$ cat src/rtl/bhrt_pkg.sv
// ----------------------------------------------------------------------------
// bhrt_pkg
// Types and constants of the button hold and auto-repeat tracker.
// ----------------------------------------------------------------------------
package bhrt_pkg;

  localparam int NUM_BUTTONS_DEF = 7;
  localparam int COUNT_WIDTH_DEF = 24;

  localparam int REG_W   = 24;
  localparam int MASK_W  = 7;
  localparam int QUERY_W = 3;
  localparam int CFG_IDX_W = 1;

  localparam logic [CFG_IDX_W-1:0] CFG_HOLD_TIME     = 1'b0;
  localparam logic [CFG_IDX_W-1:0] CFG_REPEAT_PERIOD = 1'b1;

  typedef enum logic [2:0] {
    ST_IDLE,
    ST_LOAD,
    ST_DIV,
    ST_EVAL,
    ST_DONE
  } state_t;

  typedef struct packed {
    logic start;
    logic load;
    logic step;
    logic eval;
    logic publish;
  } cmd_t;

  typedef struct packed {
    logic last_bit;
    logic last_lane;
    logic out_free;
  } status_t;

endpackage

$ cat src/rtl/bhrt_ctrl.sv
// ----------------------------------------------------------------------------
// bhrt_ctrl
// Sequencer that walks the buttons one at a time through the shared
// remainder unit and then hands the result beat to the output register.
// ----------------------------------------------------------------------------
module bhrt_ctrl (
  input  logic             clk,
  input  logic             rst,
  input  logic             in_valid,
  output logic             in_stall,
  input  bhrt_pkg::status_t status,
  output bhrt_pkg::cmd_t    cmd
);
  import bhrt_pkg::*;

  state_t state;
  state_t state_next;

  always_ff @(posedge clk) begin
    if (rst) begin
      state <= ST_IDLE;
    end else begin
      state <= state_next;
    end
  end

  always_comb begin
    state_next = state;
    case (state)
      ST_IDLE: begin
        if (in_valid) state_next = ST_LOAD;
      end
      ST_LOAD: state_next = ST_DIV;
      ST_DIV: begin
        if (status.last_bit) state_next = ST_EVAL;
      end
      ST_EVAL: begin
        state_next = status.last_lane ? ST_DONE : ST_LOAD;
      end
      ST_DONE: begin
        if (status.out_free) state_next = ST_IDLE;
      end
      default: state_next = ST_IDLE;
    endcase
  end

  always_comb begin
    cmd = '0;
    in_stall = 1'b1;
    case (state)
      ST_IDLE: begin
        in_stall = rst;
        cmd.start = in_valid && !rst;
      end
      ST_LOAD: cmd.load = 1'b1;
      ST_DIV:  cmd.step = 1'b1;
      ST_EVAL: cmd.eval = 1'b1;
      ST_DONE: cmd.publish = status.out_free;
      default: cmd = '0;
    endcase
  end

endmodule

$ cat src/rtl/bhrt_datapath.sv
// ----------------------------------------------------------------------------
// bhrt_datapath
// Hold counters, configuration registers, bit-serial remainder unit,
// event mask assembly and the output register.
// ----------------------------------------------------------------------------
module bhrt_datapath #(
  parameter int NUM_BUTTONS = bhrt_pkg::NUM_BUTTONS_DEF,
  parameter int COUNT_WIDTH = bhrt_pkg::COUNT_WIDTH_DEF
) (
  input  logic                          clk,
  input  logic                          rst,
  input  logic                          cfg_write,
  input  logic [bhrt_pkg::CFG_IDX_W-1:0] cfg_index,
  input  logic [bhrt_pkg::REG_W-1:0]    cfg_data,
  input  logic [bhrt_pkg::MASK_W-1:0]   button_levels,
  input  logic [bhrt_pkg::QUERY_W-1:0]  query_button,
  input  logic                          out_stall,
  output logic                          out_valid,
  output logic [bhrt_pkg::MASK_W-1:0]   pressed_mask,
  output logic [bhrt_pkg::MASK_W-1:0]   released_mask,
  output logic [bhrt_pkg::MASK_W-1:0]   held_mask,
  output logic [bhrt_pkg::MASK_W-1:0]   repeat_mask,
  output logic [bhrt_pkg::REG_W-1:0]    hold_ticks,
  input  bhrt_pkg::cmd_t                cmd,
  output bhrt_pkg::status_t             status
);
  import bhrt_pkg::*;

  localparam int LW  = (NUM_BUTTONS > 1) ? $clog2(NUM_BUTTONS) : 1;
  localparam int BW  = $clog2(COUNT_WIDTH);
  localparam int RW  = REG_W + 1;
  localparam int EW  = (COUNT_WIDTH > RW) ? COUNT_WIDTH : RW;
  localparam logic [COUNT_WIDTH-1:0] MARK = '1;

  logic [REG_W-1:0]       hold_time;
  logic [REG_W-1:0]       repeat_period;
  logic [COUNT_WIDTH-1:0] counts [NUM_BUTTONS];
  logic [LW-1:0]          lane;
  logic [BW-1:0]          bit_cnt;
  logic [COUNT_WIDTH-1:0] dividend;
  logic [RW-1:0]          rem;
  logic [QUERY_W-1:0]     query;
  logic [MASK_W-1:0]      pm, rm, hm, am;
  logic [REG_W-1:0]       ticks;

  logic [COUNT_WIDTH-1:0] sel_count;
  logic [RW-1:0]          rem_sh;
  logic [RW-1:0]          rem_next;
  logic [RW-1:0]          target;
  logic                   is_active;
  logic                   rep_hit;

  always_ff @(posedge clk) begin
    if (rst) begin
      hold_time     <= '0;
      repeat_period <= '0;
    end else if (cfg_write) begin
      case (cfg_index)
        CFG_HOLD_TIME:     hold_time <= cfg_data;
        CFG_REPEAT_PERIOD: repeat_period <= cfg_data;
        default: ;
      endcase
    end
  end

  always_ff @(posedge clk) begin
    for (int i = 0; i < NUM_BUTTONS; i++) begin
      if (rst) begin
        counts[i] <= '0;
      end else if (cmd.start) begin
        if (button_levels[i]) begin
          if (counts[i] == MARK) begin
            counts[i] <= COUNT_WIDTH'(1);
          end else if (counts[i] != MARK - COUNT_WIDTH'(1)) begin
            counts[i] <= counts[i] + COUNT_WIDTH'(1);
          end
        end else if (counts[i] == MARK) begin
          counts[i] <= '0;
        end else if (counts[i] != '0) begin
          counts[i] <= MARK;
        end
      end
    end
  end

  assign sel_count = counts[lane];
  assign rem_sh    = {rem[RW-2:0], dividend[COUNT_WIDTH-1]};
  assign rem_next  = (rem_sh >= {1'b0, repeat_period}) ?
                     rem_sh - {1'b0, repeat_period} : rem_sh;
  assign target    = {1'b0, hold_time} + RW'(1);
  assign is_active = (sel_count != MARK) && (sel_count != '0);
  assign rep_hit   = (repeat_period <= REG_W'(1)) || (rem == RW'(1));

  always_ff @(posedge clk) begin
    if (cmd.start) begin
      lane  <= '0;
      query <= query_button;
      pm    <= '0;
      rm    <= '0;
      hm    <= '0;
      am    <= '0;
      ticks <= '0;
    end
    if (cmd.load) begin
      dividend <= sel_count;
      rem      <= '0;
      bit_cnt  <= BW'(COUNT_WIDTH - 1);
    end
    if (cmd.step) begin
      rem      <= rem_next;
      dividend <= {dividend[COUNT_WIDTH-2:0], 1'b0};
      bit_cnt  <= bit_cnt - BW'(1);
    end
    if (cmd.eval) begin
      for (int j = 0; j < NUM_BUTTONS; j++) begin
        if (LW'(j) == lane) begin
          pm[j] <= (sel_count == COUNT_WIDTH'(1));
          rm[j] <= (sel_count == MARK);
          hm[j] <= (EW'(sel_count) == EW'(target));
          am[j] <= is_active && rep_hit;
        end
      end
      if (QUERY_W'(lane) == query) begin
        ticks <= (sel_count == MARK) ? '0 : REG_W'(sel_count);
      end
      lane <= lane + LW'(1);
    end
  end

  always_ff @(posedge clk) begin
    if (rst) begin
      out_valid <= 1'b0;
    end else if (cmd.publish) begin
      out_valid <= 1'b1;
    end else if (!out_stall) begin
      out_valid <= 1'b0;
    end
  end

  always_ff @(posedge clk) begin
    if (cmd.publish) begin
      pressed_mask  <= pm;
      released_mask <= rm;
      held_mask     <= hm;
      repeat_mask   <= am;
      hold_ticks    <= ticks;
    end
  end

  assign status.last_bit  = (bit_cnt == '0);
  assign status.last_lane = (lane == LW'(NUM_BUTTONS - 1));
  assign status.out_free  = !out_valid || !out_stall;

endmodule

$ cat src/rtl/button_hold_repeat_tracker.sv
// A new item is accepted only once the current result is passed to the output register;
// the pace is set by the bit-serial remainder unit shared by all buttons, one bit per cycle.
// A finished result waits in the output register while the next item is accepted.
// Reset (synchronous, active high) clears all hold counters to idle and both registers to 0.
// ----------------------------------------------------------------------------
// button_hold_repeat_tracker
// Tracks hold time of each button and reports press, release, hold and
// auto-repeat events once per tick.
// ----------------------------------------------------------------------------
module button_hold_repeat_tracker #(
  parameter int NUM_BUTTONS = bhrt_pkg::NUM_BUTTONS_DEF,
  parameter int COUNT_WIDTH = bhrt_pkg::COUNT_WIDTH_DEF
) (
  input  logic                           clk,
  input  logic                           rst,
  input  logic                           cfg_write,
  input  logic [bhrt_pkg::CFG_IDX_W-1:0] cfg_index,
  input  logic [bhrt_pkg::REG_W-1:0]     cfg_data,
  input  logic                           in_valid,
  output logic                           in_stall,
  input  logic [bhrt_pkg::MASK_W-1:0]    button_levels,
  input  logic [bhrt_pkg::QUERY_W-1:0]   query_button,
  output logic                           out_valid,
  input  logic                           out_stall,
  output logic [bhrt_pkg::MASK_W-1:0]    pressed_mask,
  output logic [bhrt_pkg::MASK_W-1:0]    released_mask,
  output logic [bhrt_pkg::MASK_W-1:0]    held_mask,
  output logic [bhrt_pkg::MASK_W-1:0]    repeat_mask,
  output logic [bhrt_pkg::REG_W-1:0]     hold_ticks
);
  import bhrt_pkg::*;

  cmd_t    cmd;
  status_t status;

  bhrt_ctrl u_ctrl (
    .clk      (clk),
    .rst      (rst),
    .in_valid (in_valid),
    .in_stall (in_stall),
    .status   (status),
    .cmd      (cmd)
  );

  bhrt_datapath #(
    .NUM_BUTTONS (NUM_BUTTONS),
    .COUNT_WIDTH (COUNT_WIDTH)
  ) u_datapath (
    .clk           (clk),
    .rst           (rst),
    .cfg_write     (cfg_write),
    .cfg_index     (cfg_index),
    .cfg_data      (cfg_data),
    .button_levels (button_levels),
    .query_button  (query_button),
    .out_stall     (out_stall),
    .out_valid     (out_valid),
    .pressed_mask  (pressed_mask),
    .released_mask (released_mask),
    .held_mask     (held_mask),
    .repeat_mask   (repeat_mask),
    .hold_ticks    (hold_ticks),
    .cmd           (cmd),
    .status        (status)
  );

endmodule

$ cat config.mk
export PLATFORM = sky130hd
export DESIGN_NAME = button_hold_repeat_tracker
export DESIGN_NICKNAME = d
export VERILOG_FILES = /design/src/rtl/bhrt_pkg.sv /design/src/rtl/bhrt_ctrl.sv /design/src/rtl/bhrt_datapath.sv /design/src/rtl/button_hold_repeat_tracker.sv
export SDC_FILE = /design/constraint.sdc
export NUM_CORES = 1
export LEC_CHECK = 0
export ABC_CLOCK_PERIOD_IN_PS = 8100
export BUFFER_PORTS_ARGS = -buffer_cell sky130_fd_sc_hd__buf_2
export CELL_PAD_IN_SITES_DETAIL_PLACEMENT = 0
export CELL_PAD_IN_SITES_GLOBAL_PLACEMENT = 1
export CORE_ASPECT_RATIO = 1.1
export CORE_MARGIN = 2
export CORE_UTILIZATION = 35
export DETAILED_ROUTE_END_ITERATION = 10
export HOLD_SLACK_MARGIN = 0.02
export PLACE_DENSITY = 0.71
export SLEW_MARGIN = 20
export SYNTH_ARGS = -nofsm -noshare
export SYNTH_HDL_FRONTEND = slang
export SYNTH_SLANG_ARGS = --single-unit
$ cat constraint.sdc
create_clock -name clk -period 8.1 [get_ports clk]
set_clock_uncertainty 0.15 [all_clocks]
set_input_delay 1.62 -clock clk [delete_from_list [all_inputs] [get_ports clk]]
set_output_delay 1.62 -clock clk [all_outputs]
set_load 0.02 [all_outputs]
======== After elaboration in Yosys (flattened, before gate mapping) ========
Memories as Yosys holds them, arrays and structs flattened. A register that Yosys moved wholly into a read port is not among the register bits.
Index checks and enable logic that the tools add are counted.
storage, ports and cells
  flip-flop bits (word level) ............. 216
  memory bits (writable) .................. 168
  bits of input ports ..................... 40
  output and inout port bits .............. 54
  memories ................................ 1
cells by class
  add/sub/neg operators ................... 11
  order comparisons ....................... 2
  equality and inequality tests ........... 35
  muxes and demuxes ....................... 240
  bitwise logic cells ..................... 29
  reductions and logical operators ........ 24
memory list
  name               words  width  rd ports  clocked after Yosys merged registers in  write ports  RTL line             RTL
  u_datapath.counts  7      24     8         1                                        7            bhrt_datapath.sv:37  logic [COUNT_WIDTH-1:0] counts [NUM_BUTTONS];
operator list
  operator                                                                            number
  24-bit 2-to-1 mux                                                                   34
  24-bit == test (second input constant)                                              8
  24-bit inequality test (second input constant)                                      8
  24-bit nonzero test                                                                 8
  1-bit 2-to-1 mux                                                                    185
  24-bit by 1-bit adder with 24-bit output (second input constant)                    7
  25-bit 2-to-1 mux                                                                   3
  7-bit 2-to-1 mux                                                                    8
  1-bit OR                                                                            28
  24-bit by 1-bit adder with 25-bit output (second input constant)                    1
  24-bit by 25-bit == test with 1-bit output                                          1
  25-bit by 1-bit == test with 1-bit output (second input constant)                   1
  25-bit by 24-bit >= comparator with 1-bit output                                    1
  25-bit by 24-bit subtractor with 25-bit output                                      1
  24-bit by 1-bit == test with 1-bit output (second input constant)                   1
  24-bit by 1-bit less-or-equal comparator with 1-bit output (second input constant)  1
  3-bit 2-to-1 mux                                                                    7
  3-bit one-hot mux with 5 select lines                                               1
  5-bit 2-to-1 mux                                                                    2
  3-bit == test (first input constant)                                                3
  2-bit by 3-bit == test with 1-bit output (first input constant)                     2
  3-bit by 2-bit == test with 1-bit output (second input constant)                    2
  3-bit == test (second input constant)                                               2
  3-bit zero test                                                                     2
  15 further kinds                                                                    24

======== Depth between registers and ports, before layout ========
Gate-level depths: netlist of the first run.
  depth after elaboration ................. 10
  depth in mapped cells ................... 13
  depth with buffers taken out ............ 11

======== Cells and area by module ========
A second synthesis of the first run with hierarchy kept.
second synthesis, totals
  cells, all modules ...................... 2228
  area total of the unflattened synthesis .. 21989.8 sq um
modules (own cells, without submodules)
  module         instances  cells an instance  area an instance (sq um)  sequential area each (sq um)
  bhrt_datapath  1          2202               21765.9                   10480.1
  bhrt_ctrl      1          26                 224.0                     60.1

======== Worst setup path after synthesis of the first run ========
Ideal clock, no wire load.
  kind .................................... input port to flip-flop
  from .................................... in out_stall
  to ...................................... reg u_datapath.held_mask[0] (netlist bit), enable pin
  data arrival time ....................... 4.179 ns
  slack ................................... 3.292 ns
  cell stages on the path ................. 1
  buffers on the path ..................... 0
  cells stage by stage .................... a21oi_1
between the ends
  word-level cells in the longest chain between the ends .. 3
RTL lines
  what                  RTL line                          RTL
  start, declared       button_hold_repeat_tracker.sv:24  input logic out_stall,
  1-bit zero test       --
  1-bit logical OR      bhrt_datapath.sv:152              assign status.out_free = !out_valid || !out_stall;
  1-bit 2-to-1 mux      bhrt_ctrl.sv:50                   case (state)
  end signal, assigned  bhrt_datapath.sv:144              held_mask <= hm;
  end, declared         bhrt_datapath.sv:21               output logic [bhrt_pkg::MASK_W-1:0] held_mask,
Every way passes these cells.
A chain may end at the register's enable or synchronous reset.

==> summary.md, run 1 <==
| Metric | Value |
|---|---|
| Via density | `5.52` |
| Initial core utilization | `between 30% and 40%` |
| Crit-path cells | `buf_4 > mux2i_1 > o22a_1 > nand2_1 > nor4_1 > nand3_1 > a211oi_1 > and2_1 > a41o_1` |
| CTS tree | `done` |
| Top cells by area, synth | `edfxtp_1, dfxtp_1, o21ai_0` |
| Outcome | `complete, no violations` |
| Worst path slowest cell | `dfxtp_2` |
| Final non-filler cell area | `24,600 um2` |
| PortBufs | `93` |
| Fin. Hold Viols | `0` |
| Crit start category | `register` |
| Share of cells above drive strength 1 | `11.0%` |
| Grt ovf | `0` |
| Crit path arrival time | `4.83 ns` |
| Die ar. | `65,300 um2` |
| Post-DP HPWL | `45,200 um` |
| IO Pins | `94` |
| Post-route insts no fill | `3,135` |
| Total Wirelength | `62,300 um` |
| Synthesis-to-layout area growth | `11.2%` |
| Vias in the first global route | `roughly 17,000` |
| Worst hold endpoint | `u_datapath.held_mask[3]$_DFFE_PP_` |
| GP Congestion | `0.897` |
| Post-synthesis sequential area ratio | `47.6%` |
| Final Util | `39.4%` |
| Max frequency | `224 MHz` |
| Commonest cells post-synth | `edfxtp_1, nand2_1, o21ai_0` |
| RSZ-0062 raised after global routing | `false` |
| Worst ir drop on vdd | `0.142 mV` |
| Top FF cell, synth | `edfxtp_1` |
| Asr flop ratio synth | `0%` |
| Clock root cell | `clkbuf_16` |
| Post-DRT Antenna Nets | `0` |
| Final setup viols | `0` |
| Count of cell types in the netlist | `93` |
| Reg2reg setup slack | `roughly 3.6 ns` |
| Reg clk slew, reported paths | `approximately 0.06 ns` |
| Worst EP required | `between 8 and 9 ns` |
| Leakage | `8.59 nW` |
| Placement Cell Area | `23,300 um2` |
| Synth Warn # | `0` |
| DRC | `0` |
| H-tree depth | `2` |
| Critical Path Fanout Max | `43` |
| Leading area contributor after synthesis | `edfxtp_1` |
| Post-CTS Resized | `0` |
| Core Rows | `96` |
| Final TNS setup | `0 ns` |
| Worst-skew pair later-pin latency | `~0.6 ns` |
| Placement Setup Slack | `between 2 and 3 ns` |
| DRT iter0 DRCs | `1,310` |
| Hold path depth | `0` |
| # hold bufs at CTS | `0` |
| Worst reg2reg path depth | `9` |
| Net count after synthesis | `2,315` |
| All-Layer GR Usage | `18.7%` |
| Largest net degree at the start of global routing | `53` |
| Mapped Area | `22,100 um2` |
| Core Area | `62,500 um2` |
| Setup bufs post-CTS | `0` |
| Global-route wire length before repair | `between 90,000 and 100,000 um` |
| Hold crit path type | `register to register` |
| Cells after DPL | `slightly above 3,000` |
| Most frequent cell after synthesis | `edfxtp_1` |
| Cell Pwr Density | `approximately 270 nW/um2` |
| Die width | `about 240 um` |
| Avg WL per Cell | `19.9 um` |
| Synth Instances | `approximately 2,200` |
| Via count | `17,300` |
| Final Max Slew Viols | `0` |
| CTS max path bufs | `3` |
| Max stage delay on crit path | `between 0.7 and 0.8 ns` |
| Min Tclk post-route | `approximately 4.5 ns` |
| Max_slew headroom | `30.1%` |
| Maxcap violations | `0` |
| Tcrit/Tclk final | `between 50% and 60%` |
| Min-delay src | `u_datapath.hm[3]$_DFF_P_` |
| Die Ht | `268 um` |
| Top cell type's share of synthesized area | `37.9%` |
| Clk sinks | `387` |
| DR pass1 iterations | `5` |
| Buf/Inv on CP | `1` |
| Syn Area/Cell | `9.96 um2` |
| Number of synthesized flops with an enable pin | `279` |
| Clock buffer count from CTS | `42` |
| Initial antenna violation count | `0` |
| Number of nets in the layout | `2,363` |
| Antenna diodes | `0` |
| Worst flop-to-flop path endpoint | `u_datapath.pm[6]$_DFF_P_` |
| Endpoint type of the worst setup path | `register` |
| Setup WS post-layout | `between 3 and 4 ns` |
| Top delay family on crit path | `simple AND/OR/NAND/NOR gates` |
| Yosys reg bits | `between 300 and 400` |
| Setup CP Type | `register to register` |
| Worst-Margin Slew | `approximately 1.0 ns` |
## state kept, by name, summed over array words and instances (netlist names), 24 cells and up, named ones only
signal and flops:
u_datapath.hold_ticks 24, u_datapath.ticks 24, u_datapath.hold_time 24, u_datapath.counts 168, u_datapath.rem 25, u_datapath.dividend 24, u_datapath.repeat_period 24
## power by group
part / total [mW] / internal, mW / leakage (nW) / switching (mW)
Sequential: 2.84 / 2.49 / 3.65 / 0.352
Combinational: 2.00 / 0.779 / 4.30 / 1.22
Clock: 1.86 / 1.03 / 0.633 / 0.824
## worst max-delay path by stage
stage / end / slack (ns) / cells after the start
3_3_place_gp: u_datapath.counts[0][16]$_SDFFCE_PP1P_ / 3.17 / 6
6_report: u_datapath.pm[6]$_DFF_P_ / 3.63 / 9
2_1_floorplan: u_datapath.held_mask[0]$_DFFE_PP_ / 3.29 / 1
3_5_place_dp: u_datapath.counts[0][9]$_SDFFCE_PP1P_ / 2.98 / 6
5_1_grt: u_datapath.pm[6]$_DFF_P_ / 3.52 / 9
4_1_cts: u_datapath.counts[0][17]$_SDFFCE_PP1P_ / 3.60 / 6
## per-stage QoR
| stage | hold slack, ns | power [mW] |
|---|---|---|
| after global routing | 0.280 | 7.02 |
| final | 0.278 | 6.69 |
| after global placement | 0.266 | 4.81 |
| after detailed placement | 0.263 | 4.85 |
| after floorplan | 0.250 | 4.23 |
| after CTS | 0.278 | 6.71 |
## cell families (layout without fill, tap and decap cells)
family	count (synthesis)	count (layout)	synth area share, %
XOR/XNOR	202	202	8.19
flip-flops	387	387	47.6
AO/OA/AOI/OAI	494	494	14.0
multiplexers	93	93	5.27
adder cells (fa/ha/maj)	53	53	3.03
AND/OR/NAND/NOR	809	809	18.3
buffers and inverters	184	264	3.53
## layout by cell type, fill, tap and decap left out, types with 43 or more instances in the layout
cell type and n:
edfxtp_1 279, ha_1 52, dfxtp_1 106, nor2_1 112, nand3_1 109, buf_2 93
nand2_1 263, and3_1 43, nor3_1 43, nor4_1 52, inv_1 75, xnor2_1 79
o21ai_0 230, nand4_1 65, a21oi_1 85, mux2i_1 53, clkbuf_16 43, xor2_1 120
## final cells by class
| cell class | instances | area (um2) |
|---|---|---|
| inverter | 77 | 289 |
| clock inverter | 18 | 151 |
| timing repair buffer | 111 | 604 |
| tap | 833 | 1040 |
| sequential | 387 | 10500 |
| fill | 6201 | 37900 |
| clock buffer | 58 | 1140 |
| multi-input combinational | 1651 | 10800 |
## routing by layer
layer  vias to the layer above  wire (um)  global-route usage, %
li1                       8284          -                      -
met1                      8470      27500                   24.4
met2                       449      30300                   32.2
met3                        88       3000                   2.67
met4                         0       1520                   5.31
met5                         -          0                      0
Note: power is estimated with default switching activity, not from simulation.
==> run 2, diff against run 1 <==
--- a/config.mk
+++ b/config.mk
@@ -5,7 +5,7 @@
 export SDC_FILE = /design/constraint.sdc
 export NUM_CORES = 1
 export LEC_CHECK = 0
-export ABC_CLOCK_PERIOD_IN_PS = 8100
+export ABC_CLOCK_PERIOD_IN_PS = 4100
 export BUFFER_PORTS_ARGS = -buffer_cell sky130_fd_sc_hd__buf_2
 export CELL_PAD_IN_SITES_DETAIL_PLACEMENT = 0
 export CELL_PAD_IN_SITES_GLOBAL_PLACEMENT = 1
@@ -14,7 +14,7 @@
 export CORE_UTILIZATION = 35
 export DETAILED_ROUTE_END_ITERATION = 10
 export HOLD_SLACK_MARGIN = 0.02
-export PLACE_DENSITY = 0.71
+export PLACE_DENSITY = 0.74
 export SLEW_MARGIN = 20
 export SYNTH_ARGS = -nofsm -noshare
 export SYNTH_HDL_FRONTEND = slang
==> constraint.sdc (replaced) <==
create_clock -name clk -period 4.1 [get_ports clk]
set_clock_uncertainty 0.15 [all_clocks]
set_input_delay 0.82 -clock clk [delete_from_list [all_inputs] [get_ports clk]]
set_output_delay 0.82 -clock clk [all_outputs]
set_load 0.02 [all_outputs]
==> run 2 against run 1 <==
  * Global-route usage increased by 0.71 points
  * Clock power grew 120%
  * Sequential power grew 99%
  * Flip-flop and latch count is the same
  * Critical endpoint is now u_datapath.hm[6]$_DFF_P_
  * First-iteration DRC count rose by 31%
  * Worst hold slack got worse by 0.014 ns
  * Highest routed layer is now met5
  * Die area did not move
  * Register-to-register slack got worse by 3.1 ns
  * Final area increased by 1.4%
  * Routed wire length grew 2.5%
  * Sequential share of layout area shrank 0.61 points
==> summary.md, run 2 (synthesized netlist as in run 1, its figures left out) <==
| Metric | Value |
|---|---|
| Max_slew headroom | `29.6% (-0.57 points)` |
| Cells after DPL | `3,080 (+0.72%)` |
| Via density | `5.61 (+1.8%)` |
| Worst-skew pair later-pin latency | `0.59 ns (about the same)` |
| Sw Pwr | `4.79 mW (+100%)` |
| Max reg flops | `168 (unchanged)` |
| Initial antenna violation count | `2 (+2)` |
| WHS | `0.263 ns (-0.0144 ns)` |
| GP Congestion | `0.893 (-0.35%)` |
| Crit path arrival time | `3.94 ns (-0.89 ns)` |
| Worst ir drop on vdd | `0.303 mV (+110%)` |
| Number of nets in the layout | `2,386 (+0.97%)` |
| Fin. Hold Viols | `0 (unchanged)` |
| CTS tree | `done` |
| Internal | `8.84 mW (+110%)` |
| Post-DRT Antenna Nets | `0 (unchanged)` |
| Share of cells above drive strength 1 | `12.0% (+0.99 points)` |
| Setup WS post-layout | `0.525 ns (-3.11 ns)` |
| Sequential share of power | `41.5% (-0.9 points)` |
| H-tree depth | `2 (unchanged)` |
| Tcrit/Tclk final | `87.2% (+32 points)` |
| All-Layer GR Usage | `19.4% (+0.71 points)` |
| Die Ht | `268 um (unchanged)` |
| Outcome | `complete, no violations` |
| Via count | `17,800 (+2.7%)` |
| Reg2reg setup slack | `0.52 ns (-3.11 ns)` |
| RSZ-0062 raised after global routing | `false` |
| Vias in the first global route | `17,300 (+3.5%)` |
| # hold bufs at CTS | `0 (unchanged)` |
| Leakage | `8.78 nW (+2.2%)` |
| Die width | `244 um (unchanged)` |
| Setup bufs post-CTS | `0 (unchanged)` |
| Most frequent cells in the layout | `edfxtp_1, nand2_1, o21ai_0` |
| Clock buffer count from CTS | `44 (+4.8%)` |
| Die ar. | `65,300 um2 (unchanged)` |
| Cell Pwr Density | `546 nW/um2 (+100%)` |
| IO Pins | `94 (unchanged)` |
| Crit start category | `register` |
| Placement Cell Area | `23,500 um2 (+0.82%)` |
| Endpoint type of the worst setup path | `register` |
| Final setup viols | `0 (unchanged)` |
| Reg clk slew, reported paths | `0.06 ns (about the same)` |
| Worst EP required | `4.47 ns (-4.00 ns)` |
| Synthesis-to-layout area growth | `12.8%` |
| Core Area | `62,500 um2 (unchanged)` |
| Post-CTS Resized | `0 (unchanged)` |
| Max frequency | `280 MHz (+25%)` |
| Clock Power Share | `29.4% (+1.7 points)` |
| Top flop regs | `u_datapath.counts: 168 flops, u_datapath.rem: 25 flops` |
| Total Wirelength | `63,900 um (+2.5%)` |
| Worst-Margin Slew | `1.05 ns (+0.0128 ns)` |
| Post-route insts no fill | `3,162 (+0.86%)` |
| Largest net degree at the start of global routing | `52 (-1.9%)` |
| Final TNS setup | `0 ns (unchanged)` |
| Most common cell after layout, fill and taps aside | `edfxtp_1` |
| Final Util | `40.0% (+0.57 points)` |
| Clock root cell | `clkbuf_16` |
| Clk sinks | `387 (unchanged)` |
| CTS max path bufs | `3 (unchanged)` |
| Setup CP Type | `register to register` |
| Final Max Slew Viols | `0 (unchanged)` |
| Hold path depth | `1 (+1)` |
| Post-DP HPWL | `47,000 um (+3.9%)` |
| Global-route wire length before repair | `100,000 um (+3.8%)` |
| Sw Ratio | `35.1% (-0.67 points)` |
| Worst flop-to-flop path endpoint | `u_datapath.hm[6]$_DFF_P_` |
| Avg WL per Cell | `20.2 um (+1.6%)` |
| Core Rows | `96 (unchanged)` |
| DRC | `0 (unchanged)` |
| Combinational share of power | `29.1% (-0.8 points)` |
| Placement Setup Slack | `0.444 ns (-2.54 ns)` |
| Grt ovf | `0 (unchanged)` |
| Register with the most flip-flops | `u_datapath.counts` |
| Min Tclk post-route | `3.58 ns (-0.890 ns)` |
| Hold crit path type | `input pin to register` |
| Design Power | `13.6 mW (+100%)` |
| DRT iter0 DRCs | `1,711 (+31%)` |
| Final non-filler cell area | `25,000 um2 (+1.4%)` |
| Antenna diodes | `0 (unchanged)` |
| Initial core utilization | `35.4% (unchanged)` |
| Filler Cell Count | `6,187 (-0.23%)` |
| Min-delay src | `query_button[1]` |
| PortBufs | `93 (unchanged)` |
| Critical Path Fanout Max | `24 (-44%)` |
| Worst hold endpoint | `u_datapath.query[1]$_DFFE_PP_` |
| Maxcap violations | `0 (unchanged)` |
| DR pass1 iterations | `5 (unchanged)` |
| Worst reg2reg path depth | `10 (+1)` |
-- run 2: cell count changes in the layout (fill, tap and decap cells not counted), moves of 3 or more --
cell	delta
inv_4	-3
clkbuf_8	+6
inv_6	-3
buf_4	+20
clkinv_1	+3
clkbuf_1	-5
-- run 2: routing by layer --
metal  up-vias  global-route usage [%]  part of all wire, %
met2       616                    32.0                   47
met3       127                    3.74                  6.6
met4         4                    7.66                  3.8
met1      8649                    25.0                   42
li1       8354                       -                    -
met5         -                       0                0.036
-- run 2: how the worst max path moves through the flow --
stage	from	end	slack, ns	depth (start not counted)
6_report	register	u_datapath.hm[6]$_DFF_P_	0.52	10
4_1_cts	register	u_datapath.hm[3]$_DFF_P_	0.44	10
3_5_place_dp	register	u_datapath.hm[3]$_DFF_P_	0.44	10
2_1_floorplan	out_stall	u_datapath.held_mask[0]$_DFFE_PP_	0.09	1
5_1_grt	register	u_datapath.hm[6]$_DFF_P_	0.22	10
3_3_place_gp	register	u_datapath.hm[6]$_DFF_P_	0.61	8
-- run 2: cell type report --
class                      count  area (um2)  share of cell area [%]
inverter                      77         289                    1.16
multi-input combinational   1651       10800                    43.4
tap                          833        1040                    4.17
sequential                   387       10500                    42.2
clock buffer                  60        1230                    4.93
clock inverter                22         248                   0.992
timing repair buffer         132         783                    3.14
-- run 2: power groups by stage --
stage	Sequential, mW	Combinational [mW]	Clock (mW)
finish	5.65	3.97	4.00
global route	5.72	4.34	4.25
CTS	5.63	3.95	4.08
detailed placement	5.71	3.93	0
global placement	5.70	3.88	0
floorplan	5.35	3.01	0
-- run 2: critical path, stage by stage (launching register included) --
cell       delay [ns]
dfxtp_2          0.75
buf_4            0.27
mux2_1           0.14
o22ai_1          0.08
buf_4            0.17
a221oi_1         0.68
xnor3_1          0.36
nand2_1          0.08
a2111oi_4        0.29
nand4_4          0.31
o21ai_2          0.20
==> run 3, diff against run 2 <==
--- a/config.mk
+++ b/config.mk
@@ -5,16 +5,16 @@
 export SDC_FILE = /design/constraint.sdc
 export NUM_CORES = 1
 export LEC_CHECK = 0
-export ABC_CLOCK_PERIOD_IN_PS = 4100
+export ABC_CLOCK_PERIOD_IN_PS = 3600
 export BUFFER_PORTS_ARGS = -buffer_cell sky130_fd_sc_hd__buf_2
 export CELL_PAD_IN_SITES_DETAIL_PLACEMENT = 0
 export CELL_PAD_IN_SITES_GLOBAL_PLACEMENT = 1
 export CORE_ASPECT_RATIO = 1.1
-export CORE_MARGIN = 2
+export CORE_MARGIN = 5
 export CORE_UTILIZATION = 35
 export DETAILED_ROUTE_END_ITERATION = 10
 export HOLD_SLACK_MARGIN = 0.02
-export PLACE_DENSITY = 0.74
+export PLACE_DENSITY = 0.71
 export SLEW_MARGIN = 20
 export SYNTH_ARGS = -nofsm -noshare
 export SYNTH_HDL_FRONTEND = slang
==> constraint.sdc (replaced) <==
create_clock -name clk -period 3.6 [get_ports clk]
set_clock_uncertainty 0.15 [all_clocks]
set_input_delay 0.72 -clock clk [delete_from_list [all_inputs] [get_ports clk]]
set_output_delay 0.72 -clock clk [all_outputs]
set_load 0.02 [all_outputs]
==> run 3 against run 2 <==
  * First-iteration DRC count fell by 11%
  * Utilization rose by 0.24 points
  * Routed wire length fell by 0.46%
  * Register-to-register slack got worse by 0.30 ns
  * Worst hold slack got worse by 0.11 ns
  * Combinational power rose by 16%
  * Worst setup slack got worse by 0.30 ns
  * Die area rose by 4.8%
  * Fmax rose by 5.8%
  * Final area rose by 0.80%
  * Critical endpoint unchanged
  * Largest power group unchanged
==> summary.md, run 3 (synthesized netlist as in run 1, its figures left out) <==
| Metric | Value |
|---|---|
| Worst ir drop on vdd | `0.357 mV (+18%)` |
| Min Tclk post-route | `3.38 ns (-0.197 ns)` |
| Leakage | `8.88 nW (+1.2%)` |
| Setup CP Type | `register to register` |
| Hold crit path type | `input pin to register` |
| Placement Setup Slack | `0.102 ns (-0.342 ns)` |
| Worst EP required | `3.97 ns (-0.50 ns)` |
| Max frequency | `296 MHz (+5.8%)` |
| Die Ht | `274 um (+2.2%)` |
| Combinational share of power | `29.3% (+0.2 points)` |
| Fin. Hold Viols | `0 (unchanged)` |
| Critical Path Fanout Max | `22 (-8.3%)` |
| Maxcap violations | `0 (unchanged)` |
| Final setup viols | `0 (unchanged)` |
| Cell Pwr Density | `627 nW/um2 (+15%)` |
| Endpoint type of the worst setup path | `register` |
| Crit path arrival time | `3.75 ns (-0.19 ns)` |
| Final non-filler cell area | `25,200 um2 (+0.80%)` |
| Worst-skew pair later-pin latency | `0.59 ns (about the same)` |
| Register with the most flip-flops | `u_datapath.counts` |
| PortBufs | `93 (unchanged)` |
| Clock buffer count from CTS | `45 (+2.3%)` |
| Multi-input gate area | `10,900 um2 (+0.38%)` |
| RSZ-0062 raised after global routing | `false` |
| Total Wirelength | `63,600 um (-0.46%)` |
| DRT iter0 DRCs | `1,530 (-11%)` |
| Most common cell after layout, fill and taps aside | `edfxtp_1` |
| CTS tree | `done` |
| Sw Pwr | `5.50 mW (+15%)` |
| Most frequent cells in the layout | `edfxtp_1, nand2_1, o21ai_0` |
| Crit path top cell by count | `buf_4` |
| DRC | `0 (unchanged)` |
| Number of nets in the layout | `2,398 (+0.50%)` |
| Filler Cell Count | `6,094 (-1.5%)` |
| Outcome | `complete, no violations` |
| Sequential share of power | `40.6% (-0.9 points)` |
| Synthesis-to-layout area growth | `13.7%` |
| Largest net degree at the start of global routing | `59 (+13%)` |
| Final Max Slew Viols | `0 (unchanged)` |
| Global-route wire length before repair | `98,800 um (-1.2%)` |
| IO Pins | `94 (unchanged)` |
| H-tree depth | `2 (unchanged)` |
| All-Layer GR Usage | `17.9% (-1.5 points)` |
| Initial antenna violation count | `0 (-2)` |
| Buf/Inv on CP | `2 (unchanged)` |
| Core Area | `62,600 um2 (+0.19%)` |
| Core Rows | `96 (unchanged)` |
| DR pass1 iterations | `5 (unchanged)` |
| Max_slew headroom | `31.7% (+2.1 points)` |
| Reg clk slew, reported paths | `0.06 ns (about the same)` |
| Clock Power Share | `30.1% (+0.7 points)` |
| Initial core utilization | `35.4% (-0.068 points)` |
| Vias in the first global route | `17,100 (-1.0%)` |
| Crit start category | `register` |
| Die ar. | `68,400 um2 (+4.8%)` |
| Share of cells above drive strength 1 | `12.8% (+0.79 points)` |
| Sw Ratio | `34.9% (-0.27 points)` |
| GP Congestion | `0.928 (+3.9%)` |
| Internal | `10.3 mW (+16%)` |
| Post-DP HPWL | `46,800 um (-0.35%)` |
| Max reg flops | `168 (unchanged)` |
| Clock root cell | `clkbuf_16` |
| Setup bufs post-CTS | `0 (unchanged)` |
| Avg WL per Cell | `20.0 um (-0.90%)` |
| Final TNS setup | `0 ns (unchanged)` |
| Worst-Margin Slew | `1.02 ns (-0.0345 ns)` |
| Worst path slowest cell | `dfxtp_2` |
| WHS | `0.154 ns (-0.109 ns)` |
| Crit-path cells | `buf_4 > nand2b_1 > o22ai_1 > a221oi_1 > buf_4 > xnor3_1 > nand2_1 > a2111oi_4 > nand4_4 > o21ai_2` |
| Max stage delay on crit path | `0.53 ns (-0.22 ns)` |
| Via count | `17,500 (-1.3%)` |
| Post-DRT Antenna Nets | `0 (unchanged)` |
| Setup WS post-layout | `0.221 ns (-0.303 ns)` |
| Tcrit/Tclk final | `93.9% (+6.7 points)` |
| Register area | `10,500 um2 (unchanged)` |
| Top delay family on crit path | `compound AO/OA/AOI/OAI gates` |
| Placement Cell Area | `23,600 um2 (+0.35%)` |
| Grt ovf | `0 (unchanged)` |
| Clk sinks | `387 (unchanged)` |
| CTS max path bufs | `3 (unchanged)` |
| Via density | `5.51 (-1.8%)` |
| Die width | `250 um (+2.5%)` |
| Top flop regs | `u_datapath.counts: 168 flops, u_datapath.rem: 25 flops` |
## run 3: cell count changes in the layout (fill, tap and decap cells not counted), sizes merged
| cell | previous run | this run |
|---|---|---|
| bufinv | 3 | 4 |
| inv | 78 | 79 |
| clkbuf | 60 | 58 |
| diode | 0 | 1 |
| clkinv | 16 | 18 |
| buf | 132 | 143 |
## run 3: path summary, 6_finish.rpt
kind	startpoint	end	slack [ns]	depth (start not counted)
hold reg to reg	u_datapath.pm[4]$_DFF_P_	u_datapath.pressed_mask[4]$_DFFE_PP_	0.28	0
setup / recovery	register	u_datapath.hm[6]$_DFF_P_	0.22	10
setup reg to reg	register	u_datapath.hm[6]$_DFF_P_	0.22	10
hold / removal	query_button[2]	u_datapath.query[2]$_DFFE_PP_	0.15	1
## run 3: repair_timing
item,CTS,global route
gates resized for setup,0,5
endpoints found under the setup margin,0,14
hold buffers,0,0
## run 3: metrics by stage
stage               util, %  cells  total power, mW
floorplan                 -   2222             9.52
global placement       37.7   3091             10.9
detailed placement     37.7   3091             11.0
CTS                    40.1   3175             15.8
global route           40.2   3175             16.6
finish                 40.2   3176             15.8
## run 3: routing by layer
layer	part of all wire, %	track usage (%)	vias to the layer above	wire [um]
met2	48	30.5	555	30700
met3	6.5	2.67	104	4120
met4	2.5	5.21	0	1570
li1	-	-	8371	-
met5	0	0	-	0
met1	43	23.7	8482	27300
## run 3: cell type report
class | count | share of cell area [%]
flip-flops and latches | 387 | 41.9
well taps | 833 | 4.14
clock inverters | 26 | 1.12
repair buffers | 143 | 3.44
clock buffers | 58 | 5.05
multi-input cells | 1651 | 43.2
diodes | 1 | 0.00994
inverters | 77 | 1.15
## run 3: power by group through the flow
stage | logic, mW | clock network (mW) | registers [mW]
after CTS | 4.56 | 4.85 | 6.39
after global placement | 4.48 | 0 | 6.47
final | 4.62 | 4.75 | 6.41
after floorplan | 3.43 | 0 | 6.09
after detailed placement | 4.54 | 0 | 6.48
after global routing | 5.06 | 5.05 | 6.48
